`config.mk`:
```
export PLATFORM = sky130hd
export DESIGN_NAME = trmc_core_flat
export DESIGN_NICKNAME = d
export VERILOG_FILES = /design/src/trmc_pkg.sv /design/src/trmc_ifs.sv /design/src/trmc_mod_unit.sv /design/src/trmc_core.sv /design/src/flat_wrapper.sv
export VERILOG_INCLUDE_DIRS = /design/src /design/src/src
export SDC_FILE = /design/constraint.sdc
export NUM_CORES = 1
export LEC_CHECK = 0
export ABC_AREA = 1
export BUFFER_PORTS_ARGS = -buffer_cell sky130_fd_sc_hd__buf_4
export CORE_MARGIN = 2
export CORE_UTILIZATION = 37
export CTS_CLUSTER_SIZE = 8
export DETAILED_ROUTE_END_ITERATION = 10
export SETUP_SLACK_MARGIN = 0.1
export SYNTH_ARGS = -nofsm -noshare
export SYNTH_HDL_FRONTEND = slang
export SYNTH_SLANG_ARGS = --single-unit
```
`constraint.sdc`:
```
create_clock -name clk -period 17.4 [get_ports clk]
set_input_delay 3.48 -clock clk [delete_from_list [all_inputs] [get_ports clk]]
set_output_delay 3.48 -clock clk [all_outputs]
set_load 0.01 [all_outputs]
```
`src/assert_macros.svh`:
```
// Assertion macros for the range map checker core.
`ifndef ASSERT_MACROS_SVH
`define ASSERT_MACROS_SVH

// Implication or plain property, clocked on the rising edge, off during reset.
`define TRMC_ASSERT(label, clk, rst_n, prop, msg) \
    label: assert property (@(posedge clk) disable iff (!rst_n) (prop)) else $error(msg);

// Condition that must never hold outside reset.
`define TRMC_NEVER(label, clk, rst_n, cond, msg) \
    label: assert property (@(posedge clk) disable iff (!rst_n) !(cond)) else $error(msg);

`endif

```
`src/trmc_pkg.sv`:
```
// Package of types, constants and codes for the tensor range map checker.
package trmc_pkg;

    // Width of address values and of the divisor used for the alignment check.
    localparam int ADDR_BITS      = 64;
    localparam int ALIGN_BITS     = 32;
    localparam int FIELD_BITS     = 64;
    localparam int ALIGN_REG_BITS = 32;
    localparam int DIV_BITS       = (ALIGN_BITS < ALIGN_REG_BITS) ? ALIGN_BITS : ALIGN_REG_BITS;
    localparam int CNT_BITS       = $clog2(ADDR_BITS);
    localparam int CFG_IDX_BITS   = 2;

    typedef logic [ADDR_BITS-1:0] addr_t;

    // Configuration register indexes.
    localparam logic [CFG_IDX_BITS-1:0] CFG_FILE_LENGTH = 2'd0;
    localparam logic [CFG_IDX_BITS-1:0] CFG_ALIGN_BYTES = 2'd1;
    localparam logic [CFG_IDX_BITS-1:0] CFG_DATA_START  = 2'd2;

    // Item modes.
    localparam logic MODE_BEGIN = 1'b0;
    localparam logic MODE_ROW   = 1'b1;

    typedef enum logic [2:0] {
        V_OK         = 3'd0,
        V_MISALIGNED = 3'd1,
        V_WRAPS      = 3'd2,
        V_EXCEEDS    = 3'd3,
        V_TOTAL_OVF  = 3'd4,
        V_SKIPPED    = 3'd5
    } verdict_t;

    typedef enum logic [2:0] {
        ST_IDLE,
        ST_MOD,
        ST_CMP_OFF,
        ST_ADD_END,
        ST_CMP_END,
        ST_CHK_SUM,
        ST_FINISH
    } state_t;

    // Configuration as seen by the sequencer.
    typedef struct packed {
        addr_t               file_length;
        logic [DIV_BITS-1:0] align;
        addr_t               data_start;
    } cfg_t;

    // Control to and status from the serial remainder unit.
    typedef struct packed {
        logic start;
    } mod_ctl_t;

    typedef struct packed {
        logic done;
        logic rem_zero;
    } mod_stat_t;

endpackage

```
`src/trmc_ifs.sv`:
```
// Valid/ready channel interfaces for input items and result items.
interface trmc_in_if;
    logic        valid;
    logic        ready;
    logic        mode;
    logic [63:0] span_offset;
    logic [63:0] span_bytes;

    modport source (output valid, output mode, output span_offset, output span_bytes,
                    input ready);
    modport sink (input valid, input mode, input span_offset, input span_bytes,
                  output ready);
endinterface

interface trmc_out_if;
    logic        valid;
    logic        ready;
    logic [2:0]  verdict;
    logic        refused_flag;
    logic [63:0] rows_checked;
    logic [63:0] bytes_total;
    logic [63:0] first_expected;
    logic [63:0] first_available;

    modport source (output valid, output verdict, output refused_flag, output rows_checked,
                    output bytes_total, output first_expected, output first_available,
                    input ready);
    modport sink (input valid, input verdict, input refused_flag, input rows_checked,
                  input bytes_total, input first_expected, input first_available,
                  output ready);
endinterface

```
`src/trmc_mod_unit.sv`:
```
// Bit-serial restoring remainder unit: one dividend bit per cycle.
module trmc_mod_unit
    import trmc_pkg::*;
(
    input  logic                clk,
    input  logic                rst_n,
    input  mod_ctl_t            ctl,
    input  addr_t               dividend,
    input  logic [DIV_BITS-1:0] divisor,
    output mod_stat_t           stat
);

    logic                busy_reg, busy_next;
    logic                done_reg, done_next;
    logic [CNT_BITS-1:0] cnt_reg, cnt_next;
    addr_t               shift_reg, shift_next;
    logic [DIV_BITS-1:0] rem_reg, rem_next;
    logic [DIV_BITS-1:0] div_reg, div_next;
    logic [DIV_BITS:0]   trial;
    logic [DIV_BITS:0]   diff;

    // One restoring step: bring in the next bit, subtract if it fits.
    assign trial = {rem_reg, shift_reg[ADDR_BITS-1]};
    assign diff  = trial - {1'b0, div_reg};

    always_comb
    begin
        busy_next  = busy_reg;
        done_next  = done_reg;
        cnt_next   = cnt_reg;
        shift_next = shift_reg;
        rem_next   = rem_reg;
        div_next   = div_reg;
        if (ctl.start)
        begin
            // A zero alignment behaves as one.
            div_next   = (divisor == '0) ? DIV_BITS'(1) : divisor;
            rem_next   = '0;
            shift_next = dividend;
            cnt_next   = CNT_BITS'(ADDR_BITS - 1);
            busy_next  = 1'b1;
            done_next  = 1'b0;
        end
        else if (busy_reg)
        begin
            rem_next   = diff[DIV_BITS] ? trial[DIV_BITS-1:0] : diff[DIV_BITS-1:0];
            shift_next = {shift_reg[ADDR_BITS-2:0], 1'b0};
            if (cnt_reg == '0)
            begin
                busy_next = 1'b0;
                done_next = 1'b1;
            end
            else
            begin
                cnt_next = cnt_reg - CNT_BITS'(1);
            end
        end
    end

    // Control state.
    always_ff @(posedge clk or negedge rst_n)
    begin
        if (!rst_n)
        begin
            busy_reg <= 1'b0;
            done_reg <= 1'b0;
            cnt_reg  <= '0;
        end
        else
        begin
            busy_reg <= busy_next;
            done_reg <= done_next;
            cnt_reg  <= cnt_next;
        end
    end

    // Datapath registers.
    always_ff @(posedge clk)
    begin
        shift_reg <= shift_next;
        rem_reg   <= rem_next;
        div_reg   <= div_next;
    end

    assign stat.done     = done_reg;
    assign stat.rem_zero = (rem_reg == '0);

endmodule

```
`src/trmc_core.sv`:
```
// Sequencer with one shared adder that runs the range checks and keeps the facts.
`include "assert_macros.svh"

module trmc_core
    import trmc_pkg::*;
(
    input  logic        clk,
    input  logic        rst_n,
    input  cfg_t        cfg,
    trmc_in_if.sink     req,
    trmc_out_if.source  rsp
);

    state_t              state_reg, state_next;
    verdict_t            verdict_reg, verdict_next;
    logic                mode_reg, mode_next;
    addr_t               off_reg, off_next;
    addr_t               len_reg, len_next;
    addr_t               end_reg, end_next;
    addr_t               sum_reg, sum_next;
    logic [FIELD_BITS-1:0] row_count_reg, row_count_next;
    addr_t               first_exp_reg, first_exp_next;
    addr_t               first_avail_reg, first_avail_next;
    logic                refused_reg, refused_next;
    logic                rsp_valid_reg, rsp_valid_next;
    logic                load_out;

    verdict_t              out_verdict_reg;
    logic                  out_refused_reg;
    logic [FIELD_BITS-1:0] out_rows_reg;
    logic [FIELD_BITS-1:0] out_bytes_reg;
    logic [FIELD_BITS-1:0] out_fexp_reg;
    logic [FIELD_BITS-1:0] out_favail_reg;

    mod_ctl_t            mod_ctl;
    mod_stat_t           mod_stat;

    addr_t               alu_a;
    addr_t               alu_b;
    logic                alu_sub;
    logic [ADDR_BITS:0]  alu_res;
    logic                alu_carry;
    addr_t               alu_sum;

    // Serial remainder for the alignment check.
    trmc_mod_unit u_mod (
        .clk      (clk),
        .rst_n    (rst_n),
        .ctl      (mod_ctl),
        .dividend (off_next),
        .divisor  (cfg.align),
        .stat     (mod_stat)
    );

    // Shared adder: a + b, or a - b with carry meaning no borrow.
    assign alu_res   = {1'b0, alu_a} + {1'b0, alu_b ^ {ADDR_BITS{alu_sub}}}
                       + {{ADDR_BITS{1'b0}}, alu_sub};
    assign alu_carry = alu_res[ADDR_BITS];
    assign alu_sum   = alu_res[ADDR_BITS-1:0];

    // Next state, operand selection and fact updates.
    always_comb
    begin
        state_next       = state_reg;
        verdict_next     = verdict_reg;
        mode_next        = mode_reg;
        off_next         = off_reg;
        len_next         = len_reg;
        end_next         = end_reg;
        sum_next         = sum_reg;
        row_count_next   = row_count_reg;
        first_exp_next   = first_exp_reg;
        first_avail_next = first_avail_reg;
        refused_next     = refused_reg;
        load_out         = 1'b0;
        mod_ctl.start    = 1'b0;
        alu_a            = cfg.file_length;
        alu_b            = off_reg;
        alu_sub          = 1'b1;

        unique case (state_reg)
            ST_IDLE:
            begin
                if (req.valid)
                begin
                    mode_next = req.mode;
                    off_next  = (req.mode == MODE_ROW) ? req.span_offset[ADDR_BITS-1:0]
                                                       : cfg.data_start;
                    len_next  = req.span_bytes[ADDR_BITS-1:0];
                    if (req.mode == MODE_BEGIN)
                    begin
                        sum_next         = '0;
                        row_count_next   = '0;
                        first_exp_next   = '0;
                        first_avail_next = '0;
                        refused_next     = 1'b0;
                        mod_ctl.start    = 1'b1;
                        state_next       = ST_MOD;
                    end
                    else if (refused_reg)
                    begin
                        verdict_next = V_SKIPPED;
                        state_next   = ST_FINISH;
                    end
                    else
                    begin
                        mod_ctl.start = 1'b1;
                        state_next    = ST_MOD;
                    end
                end
            end
            ST_MOD:
            begin
                if (mod_stat.done)
                begin
                    if (!mod_stat.rem_zero)
                    begin
                        verdict_next = V_MISALIGNED;
                        state_next   = ST_FINISH;
                    end
                    else
                    begin
                        state_next = ST_CMP_OFF;
                    end
                end
            end
            ST_CMP_OFF:
            begin
                // file_length - offset; a borrow means the offset lies past the end.
                alu_a   = cfg.file_length;
                alu_b   = off_reg;
                alu_sub = 1'b1;
                if (!alu_carry)
                begin
                    verdict_next = V_EXCEEDS;
                    state_next   = ST_FINISH;
                end
                else
                begin
                    if (mode_reg == MODE_ROW && row_count_reg == '0)
                    begin
                        first_exp_next   = len_reg;
                        first_avail_next = alu_sum;
                    end
                    if (mode_reg == MODE_BEGIN)
                    begin
                        verdict_next = V_OK;
                        state_next   = ST_FINISH;
                    end
                    else
                    begin
                        state_next = ST_ADD_END;
                    end
                end
            end
            ST_ADD_END:
            begin
                // offset + size; a carry out means the range wraps.
                alu_a    = off_reg;
                alu_b    = len_reg;
                alu_sub  = 1'b0;
                end_next = alu_sum;
                if (alu_carry)
                begin
                    verdict_next = V_WRAPS;
                    state_next   = ST_FINISH;
                end
                else
                begin
                    state_next = ST_CMP_END;
                end
            end
            ST_CMP_END:
            begin
                alu_a   = cfg.file_length;
                alu_b   = end_reg;
                alu_sub = 1'b1;
                if (!alu_carry)
                begin
                    verdict_next = V_EXCEEDS;
                    state_next   = ST_FINISH;
                end
                else
                begin
                    state_next = ST_CHK_SUM;
                end
            end
            ST_CHK_SUM:
            begin
                // The running total refuses rather than wrap.
                alu_a   = sum_reg;
                alu_b   = len_reg;
                alu_sub = 1'b0;
                if (alu_carry)
                begin
                    verdict_next = V_TOTAL_OVF;
                end
                else
                begin
                    verdict_next   = V_OK;
                    sum_next       = alu_sum;
                    row_count_next = row_count_reg + FIELD_BITS'(1);
                end
                state_next = ST_FINISH;
            end
            ST_FINISH:
            begin
                if (!rsp_valid_reg || rsp.ready)
                begin
                    load_out     = 1'b1;
                    refused_next = refused_reg
                                   || (verdict_reg != V_OK && verdict_reg != V_SKIPPED);
                    state_next   = ST_IDLE;
                end
            end
            default:
            begin
                state_next = ST_IDLE;
            end
        endcase
    end

    // Result register handshake.
    always_comb
    begin
        rsp_valid_next = rsp_valid_reg;
        if (rsp_valid_reg && rsp.ready)
        begin
            rsp_valid_next = 1'b0;
        end
        if (load_out)
        begin
            rsp_valid_next = 1'b1;
        end
    end

    // Control state and running facts.
    always_ff @(posedge clk or negedge rst_n)
    begin
        if (!rst_n)
        begin
            state_reg       <= ST_IDLE;
            rsp_valid_reg   <= 1'b0;
            sum_reg         <= '0;
            row_count_reg   <= '0;
            first_exp_reg   <= '0;
            first_avail_reg <= '0;
            refused_reg     <= 1'b0;
        end
        else
        begin
            state_reg       <= state_next;
            rsp_valid_reg   <= rsp_valid_next;
            sum_reg         <= sum_next;
            row_count_reg   <= row_count_next;
            first_exp_reg   <= first_exp_next;
            first_avail_reg <= first_avail_next;
            refused_reg     <= refused_next;
        end
    end

    // Item operands and verdict.
    always_ff @(posedge clk)
    begin
        verdict_reg <= verdict_next;
        mode_reg    <= mode_next;
        off_reg     <= off_next;
        len_reg     <= len_next;
        end_reg     <= end_next;
    end

    // Result payload, captured as the item finishes.
    always_ff @(posedge clk)
    begin
        if (load_out)
        begin
            out_verdict_reg <= verdict_reg;
            out_refused_reg <= refused_next;
            out_rows_reg    <= row_count_reg;
            out_bytes_reg   <= FIELD_BITS'(sum_reg);
            out_fexp_reg    <= FIELD_BITS'(first_exp_reg);
            out_favail_reg  <= FIELD_BITS'(first_avail_reg);
        end
    end

    assign req.ready           = (state_reg == ST_IDLE);
    assign rsp.valid           = rsp_valid_reg;
    assign rsp.verdict         = out_verdict_reg;
    assign rsp.refused_flag    = out_refused_reg;
    assign rsp.rows_checked    = out_rows_reg;
    assign rsp.bytes_total     = out_bytes_reg;
    assign rsp.first_expected  = out_fexp_reg;
    assign rsp.first_available = out_favail_reg;

    `TRMC_ASSERT(a_start_from_idle, clk, rst_n, mod_ctl.start |-> (state_reg == ST_IDLE), "remainder unit started outside idle")
    `TRMC_ASSERT(a_refuse_at_finish, clk, rst_n, $rose(refused_reg) |-> ($past(state_reg) == ST_FINISH), "refusal set outside the finish step")
    `TRMC_ASSERT(a_row_count_step, clk, rst_n, (row_count_reg != $past(row_count_reg)) |-> ((row_count_reg == $past(row_count_reg) + FIELD_BITS'(1)) || (row_count_reg == '0)), "row count moved by other than one")
    `TRMC_ASSERT(a_skip_is_refused, clk, rst_n, (rsp_valid_reg && out_verdict_reg == V_SKIPPED) |-> out_refused_reg, "skipped row reported without refusal")

endmodule

```
`src/flat_wrapper.sv`:
```
// flat-port wrapper written by rule: the top's interface ports become plain ports
module trmc_core_flat import trmc_pkg::*;
  (clk, rst_n, cfg, req_valid, req_mode, req_span_offset, req_span_bytes, req_ready, rsp_valid, rsp_verdict, rsp_refused_flag, rsp_rows_checked, rsp_bytes_total, rsp_first_expected, rsp_first_available, rsp_ready);
  trmc_in_if req_i ();
  trmc_out_if rsp_i ();
  input  logic clk;
  input  logic rst_n;
  input  cfg_t cfg;
  input wire logic [$bits(req_i.valid)-1:0] req_valid;
  input wire logic [$bits(req_i.mode)-1:0] req_mode;
  input wire logic [$bits(req_i.span_offset)-1:0] req_span_offset;
  input wire logic [$bits(req_i.span_bytes)-1:0] req_span_bytes;
  output wire logic [$bits(req_i.ready)-1:0] req_ready;
  output wire logic [$bits(rsp_i.valid)-1:0] rsp_valid;
  output wire logic [$bits(rsp_i.verdict)-1:0] rsp_verdict;
  output wire logic [$bits(rsp_i.refused_flag)-1:0] rsp_refused_flag;
  output wire logic [$bits(rsp_i.rows_checked)-1:0] rsp_rows_checked;
  output wire logic [$bits(rsp_i.bytes_total)-1:0] rsp_bytes_total;
  output wire logic [$bits(rsp_i.first_expected)-1:0] rsp_first_expected;
  output wire logic [$bits(rsp_i.first_available)-1:0] rsp_first_available;
  input wire logic [$bits(rsp_i.ready)-1:0] rsp_ready;
  assign req_i.valid = req_valid;
  assign req_i.mode = req_mode;
  assign req_i.span_offset = req_span_offset;
  assign req_i.span_bytes = req_span_bytes;
  assign req_ready = req_i.ready;
  assign rsp_valid = rsp_i.valid;
  assign rsp_verdict = rsp_i.verdict;
  assign rsp_refused_flag = rsp_i.refused_flag;
  assign rsp_rows_checked = rsp_i.rows_checked;
  assign rsp_bytes_total = rsp_i.bytes_total;
  assign rsp_first_expected = rsp_i.first_expected;
  assign rsp_first_available = rsp_i.first_available;
  assign rsp_i.ready = rsp_ready;
  trmc_core u_core (.clk(clk), .rst_n(rst_n), .cfg(cfg), .req(req_i), .rsp(rsp_i));
endmodule
```
==> results of run 1 <==
where the power goes:
part | leakage, nW | internal [W] | switching [W]
clock | 1.63 | 0.00127 | 0.000887
combinational | 10.9 | 0.00146 | 0.00341
sequential | 9.12 | 0.00288 | 0.000304
total | 21.7 | 0.00561 | 0.00460
how the worst min path moves through the flow:
stage	to	slack, ns	cells past startpoint
finish	u_core.rsp.first_available[16]	0.44	0
global route	u_core.rsp.first_available[16]	0.44	0
CTS	u_core.rsp.first_available[16]	0.43	0
detailed placement	u_core.rsp.bytes_total[18]	0.43	0
global placement	u_core.rsp.first_available[37]	0.43	0
floorplan	u_core.rsp.bytes_total[10]	0.42	0
per-layer routing:
metal  global-route usage  vias up  wire length [microns]
met5                    0        -                     15
met4              0.09688        4                   5366
met3              0.04153      213                   9368
met2               0.4289     1150                  70840
met1               0.3375    16480                  63300
li1                     -    16040                      -
cell type report:
cell class / instances / area, sq um
Antenna cell: 2 / 5.005
Fill cell: 10850 / 60370
Tap cell: 1488 / 1862
Sequential cell: 853 / 23310
Multi-Input combinational cell: 2952 / 15080
Timing Repair Buffer: 588 / 4447
Clock buffer: 215 / 3327
Inverter: 449 / 1695
Clock inverter: 7 / 112.6
metrics by stage:
| step | setup slack, ns | util | hold WS [ns] | instance area, sq um |
|---|---|---|---|---|
| detailed placement | 9.804 | 0.4210 | 0.4313 | 46400 |
| global route | 10.20 | 0.4522 | 0.4384 | 49840 |
| global placement | 9.865 | 0.4210 | 0.4297 | 46400 |
| floorplan | 2.238 | - | 0.4249 | 40940 |
| CTS | 10.56 | 0.4522 | 0.4347 | 49840 |
| finish | 10.46 | 0.4522 | 0.4398 | 49840 |
logic make-up after synthesis:
group           count (synthesis)  share of synthesized area
compound gates                682                     0.1009
buf+inv                       629                    0.06330
mux                            36                   0.008803
fa+ha+maj                     101                    0.03124
simple gates                 2027                     0.2038
flops                         853                     0.5694
xor+xnor                      106                    0.02268
cell usage in the layout, fill, tap and decap left out, types with 37 or more instances in the layout:
cell type,Yosys,routed
nor3_1,58,58
ha_1,99,99
clkbuf_1,111,96
dfxtp_1,96,96
buf_4,16,585
o211ai_1,38,38
dfrtp_1,269,269
xor2_1,80,80
a31oi_1,38,38
nor4_1,37,37
a21oi_1,139,139
clkbuf_16,0,118
a221oi_1,63,63
nand3_1,163,163
inv_1,436,435
edfxtp_1,488,488
nor2_1,394,390
nand2_1,1258,1258
o21ai_0,206,206
o21ai_1,66,66
nand4_1,63,63
==> results.toml, run 1 <==
[outcome]
status = "complete, no violations"

[synth]
synth_ff_type = "edfxtp_1"
async_flop_share = 0.3154
ys_seq_area_frac = 0.5694
netlist-cell-type-count = 55
syn_area_per_cell_sq_um = 9.232
synthCells = 4434
yosysTopAreaCell = "edfxtp_1"
ys_ff_latch = 853
synth_top_area_share = 0.3580
synth_warnings = 0
syn-num-nets = 4828
synth_area_sq_um = 40940
ys_top_cells_by_count = "nand2_1 (1258), edfxtp_1 (488), inv_1 (436)"
netlist_top_cells_area = "edfxtp_1 (36%), dfrtp_1 (16%), nand2_1 (12%), dfxtp_1 (4.7%), inv_1 (4.0%)"
synth_edf_count = 488
yosysMostFrequentCell = "nand2_1"

[clock_tree]
cts_buffer_depth = 3
clkTransAtPathRegs_ns = 0.05
post_cts_buffers = 0
post_cts_resized = 0
cts_max_level = 3
clock_latency_ns = 0.72
cts_tree = "yes"
clockRootBuffer = "clkbuf_16"
cts_sinks = 853
cts_hold_buf = 0
cts_buffers = 117

[global_route]
grt_max_degree = 163
grt_first_pass_wirelength_microns = 216100
grt_pass1_vias = 33190
track_usage = 0.2577
grt_overflow_total = 0
antenna_found_initial = 4

[drt]
route.detailed.drc = 0
firstDrtPassIters = 5
postRouteAntennaNets = 0
drt-wirelength-per-cell_microns = 22.72
wl_microns = 148900
vias_per_cell = 5.170
drt_iter0_drc = 2601
vias = 33880

[floorplanning]
die_w_microns = 336.6
initial_core_util = 0.3714
dieArea_sq_um = 113300
core_area_sq_um = 110200
rows = 122
die_y_microns = 336.6
ios = 555

[worst_hold_path]
hp-class = "reg2reg"
hp-start = "u_core.first_avail_reg[16]"

[worst_setup_path]
max_stage_delay_ns = 0.67
arrival_ns = 7.56
r2r_cells = 20
timing.rr.end = "u_core.row_count_reg[27]"
regToRegStartpoint = "u_core.state_reg[2]"
cp_common_cell = "buf_4"
cp-end-kind = "flip-flop"
start_kind = "input port"
required_ns = 18.02
critPathCapture = "u_core.row_count_reg[27]"
r2r_slack_ns = 10.58
path_buf_inv = 5
critical_path.top_delay_family = "buffers and inverters"
cp.depth = 19
path_class = "in2reg"
path_max_fanout = 69
crit_slowest_cell = "buf_4"
crit_chain = "buf_4 > nand2_1 > o221ai_1 > ha_1 > inv_1 > o21ai_0 > a21oi_1 > o21ai_0 > a21oi_1 > nand2_2 > nand2_2 > nand2_4 > nor2_2 > buf_4 > inv_2 > nand2_4 > buf_4 > nand4_1 > o21ai_1"
critPathLaunch = "cfg[125]"

[placed_design]
placedCellCount = 6330
place_hpwl_microns = 110400
globalplace.congestion = 0.9729
port_buffers = 554

[pwr]
power.total_w = 0.01021
ir_worst_vdd_v = 0.0001092
power_density_nw_per_um2 = 204.9
p_leak_nw = 21.68

[timing]
hold_viol = 0
fmax_ghz = 0.1440
clock-skew-final_ns = 0.03245
slew_headroom = 0.1983
min_period_ns = 6.944
worst_slew_pin_slew_ns = 1.203
rsz0062_at_grt = "false"
setup_viol = 0
maxSlewViolCount = 0
period_share = 0.3991
fin_tns_setup_ns = 0

[cells_and_area]
post_layout_nonfiller_instances = 6554
syn_to_final_growth_pct = 21.75
fin_nets = 5355
layout-drive-gt1-share = 0.1538

[run]
maxCapViolations = 0
(Power assumes the default switching activity.)
==> run 2: changes to the inputs <==
--- a/config.mk
+++ b/config.mk
@@ -6,7 +6,7 @@
 export SDC_FILE = /design/constraint.sdc
 export NUM_CORES = 1
 export LEC_CHECK = 0
-export ABC_AREA = 1
+export ABC_AREA = 0
 export BUFFER_PORTS_ARGS = -buffer_cell sky130_fd_sc_hd__buf_4
 export CORE_MARGIN = 2
 export CORE_UTILIZATION = 37
==> constraint.sdc (replaced) <==
create_clock -name clk -period 6.09 [get_ports clk]
set_input_delay 1.218 -clock clk [delete_from_list [all_inputs] [get_ports clk]]
set_output_delay 1.218 -clock clk [all_outputs]
set_load 0.01 [all_outputs]
==> results.toml, run 2 <==
[timing]
rsz0062_at_grt = "false"
fmax_ghz = 0.1793
hold_viol = 0
worst_slew_pin_slew_ns = 1.206
min_period_ns = 5.576
period_share = 0.9157
clock-skew-final_ns = 0.03572
slew_headroom = 0.1848
setup_viol = 0
maxSlewViolCount = 0

[worst_setup_path]
r2r_slack_ns = 0.51
critPathLaunch = "u_core.state_reg[0]"
max_stage_delay_ns = 0.61
path_class = "reg2reg"
timing.rr.end = "u_core.verdict_reg[1]"
required_ns = 6.41
r2r_cells = 17
crit_slowest_cell = "nor4_1"
path_buf_inv = 2
cp-end-kind = "flip-flop"
arrival_ns = 5.90
crit_chain = "clkinv_1 > nor3_2 > nor2_4 > buf_12 > nor2_1 > a221oi_1 > ha_1 > a21oi_1 > nor2_1 > o41a_1 > nand3_1 > a31oi_1 > o2bb2ai_2 > o21ai_4 > a21oi_1 > and3_1 > nor4_1"
regToRegStartpoint = "u_core.state_reg[0]"
critical_path.top_delay_family = "compound AO/OA/AOI/OAI gates"
path_max_fanout = 79
start_kind = "flip-flop"

[clock_tree]
cts_buffers = 117
cts_buffer_depth = 3
cts_hold_buf = 0
cts_max_level = 3
cts_tree = "yes"
cts_sinks = 853
clockRootBuffer = "clkbuf_16"
post_cts_resized = 0
clkTransAtPathRegs_ns = 0.06
post_cts_buffers = 0
clock_latency_ns = 0.70

[global_route]
grt_first_pass_wirelength_microns = 185200
antenna_found_initial = 9
track_usage = 0.2248
grt_max_degree = 141
grt_overflow_total = 0
grt_pass1_vias = 28960

[drt]
wl_microns = 126200
vias_per_cell = 5.414
postRouteAntennaNets = 0
route.detailed.drc = 0
vias = 30280
firstDrtPassIters = 6
drt-wirelength-per-cell_microns = 22.56
drt_iter0_drc = 2686

[pwr]
ir_worst_vdd_v = 0.0003167
p_leak_nw = 20.61
power_density_nw_per_um2 = 600.2

[cells_and_area]
fillCellCount = 9948
utilization = 0.4588
most-common-layout-cells = "buf_4 (584), nand2_1 (507), edfxtp_1 (488), dfrtp_1 (269), nor2_1 (246)"
fin_nets = 4488
syn_to_final_growth_pct = 22.54
layout-drive-gt1-share = 0.2022
final_common_cell = "buf_4"
post_layout_nonfiller_instances = 5593
design_area_sq_um = 48500

[worst_hold_path]
holdPathStages = 0
holdPathEnd = "u_core.rsp.first_available[16]"
hp-class = "reg2reg"
hp-start = "u_core.first_avail_reg[16]"

[synth]
ys_top_cells_by_count = "nand2_1 (511), edfxtp_1 (488), dfrtp_1 (269)"
netlist_top_cells_area = "edfxtp_1 (37%), dfrtp_1 (17%), dfxtp_1 (4.9%), nand2_1 (4.8%), ha_1 (3.1%)"
synthCells = 3619
ys_ff_latch = 853
syn-num-nets = 4013
synth_area_sq_um = 39580
yosysMostFrequentCell = "nand2_1"
async_flop_share = 0.3154
syn_area_per_cell_sq_um = 10.94
ys_seq_area_frac = 0.5889
synth_warnings = 0
synth_edf_count = 488
synth_top_area_share = 0.3702
synth_ff_type = "edfxtp_1"
netlist-cell-type-count = 88
yosysTopAreaCell = "edfxtp_1"

[floorplanning]
initial_core_util = 0.3744
dieArea_sq_um = 109600
rows = 119
core_area_sq_um = 105700
die_w_microns = 331.1
ios = 555
die_y_microns = 331.1

[placed_design]
port_buffers = 554
place_hpwl_microns = 90850
placedCellCount = 5366
globalplace.congestion = 0.9110
postPlaceCellArea_sq_um = 45090

[run]
maxCapViolations = 0

[outcome]
status = "complete, no violations"
[run 2: changes by cell type after synthesis, sizes merged, moves of 36 or more]
| cell | delta |
|---|---|
| xnor2 | +48 |
| a31o | +36 |
| a22oi | +65 |
| nor2 | -155 |
| mux2i | +65 |
| nand2 | -755 |
| xor2 | -39 |
| mux2 | +37 |
| o21ai | -47 |
| clkbuf | +38 |
| inv | -317 |
[run 2: how the worst max path moves through the flow]
stage | slack, ns | endpoint | cells after the start
final | 0.51 | u_core.verdict_reg[1] | 17
after global routing | 0.22 | u_core.first_avail_reg[49] | 20
after CTS | 0.58 | u_core.first_avail_reg[58] | 18
after detailed placement | 0.61 | u_core.first_avail_reg[58] | 18
after global placement | 0.81 | u_core.first_avail_reg[60] | 18
after floorplan | -2.43 | u_core.rsp.refused_flag | 3
[run 2: cells by family (layout without fill, tap and decap cells)]
logic type	Yosys count	in the layout	synth area share
AND/OR/NAND/NOR	1220	1220	0.1426
adder cells (fa/ha/maj)	101	101	0.03231
buffers and inverters	377	956	0.03888
multiplexers	138	138	0.03607
XOR/XNOR	115	115	0.02545
flip-flops	853	853	0.5889
AO/OA/AOI/OAI	815	815	0.1358
other	0	4	0
[run 2: through the flow]
stage,setup slack (ns),hold slack [ns],TNS (ns),total power [W]
after floorplan,-2.429,0.4166,-598.11,0.01859
after global placement,0.8088,0.4297,0,0.02282
after detailed placement,0.6112,0.4289,0,0.02299
after CTS,0.5826,0.4361,0,0.02918
after global routing,0.2200,0.4470,0,0.03102
final,0.5137,0.4352,0,0.02911
[run 2: worst register-to-register path, cell delays in order, from the launching register on]
cell and delay [ns]:
dfrtp_1 0.53, clkinv_1 0.37, nor3_2 0.39, nor2_4 0.09, buf_12 0.18, nor2_1 0.30
a221oi_1 0.06, ha_1 0.46, a21oi_1 0.25, nor2_1 0.09, o41a_1 0.44, nand3_1 0.11
a31oi_1 0.18, o2bb2ai_2 0.23, o21ai_4 0.45, a21oi_1 0.21, and3_1 0.25, nor4_1 0.61
[run 2: final cells by class]
cell class	count	area, sq um	area share
Antenna cell	4	10.01	0.0002064
Clock buffer	216	3341	0.06888
Clock inverter	7	61.31	0.001264
Inverter	133	506.7	0.01045
Multi-Input combinational cell	2389	14830	0.3058
Sequential cell	853	23310	0.4806
Tap cell	1391	1740	0.03589
Timing Repair Buffer	600	4700	0.09690
[run 2: report_power, final]
part | total, W | internal [W] | switching (W)
Clock | 0.00611 | 0.00364 | 0.00247
Combinational | 0.0135 | 0.00495 | 0.00854
Sequential | 0.00951 | 0.00849 | 0.00102
[run 2: routing by layer]
metal  track usage  up-vias  routed length (microns)
li1              -    14200                        -
met2        0.3763      967                    61950
met5             0        -                       62
met1        0.2933    14920                    52690
met3       0.03960      182                     7819
met4       0.07863       10                     3658
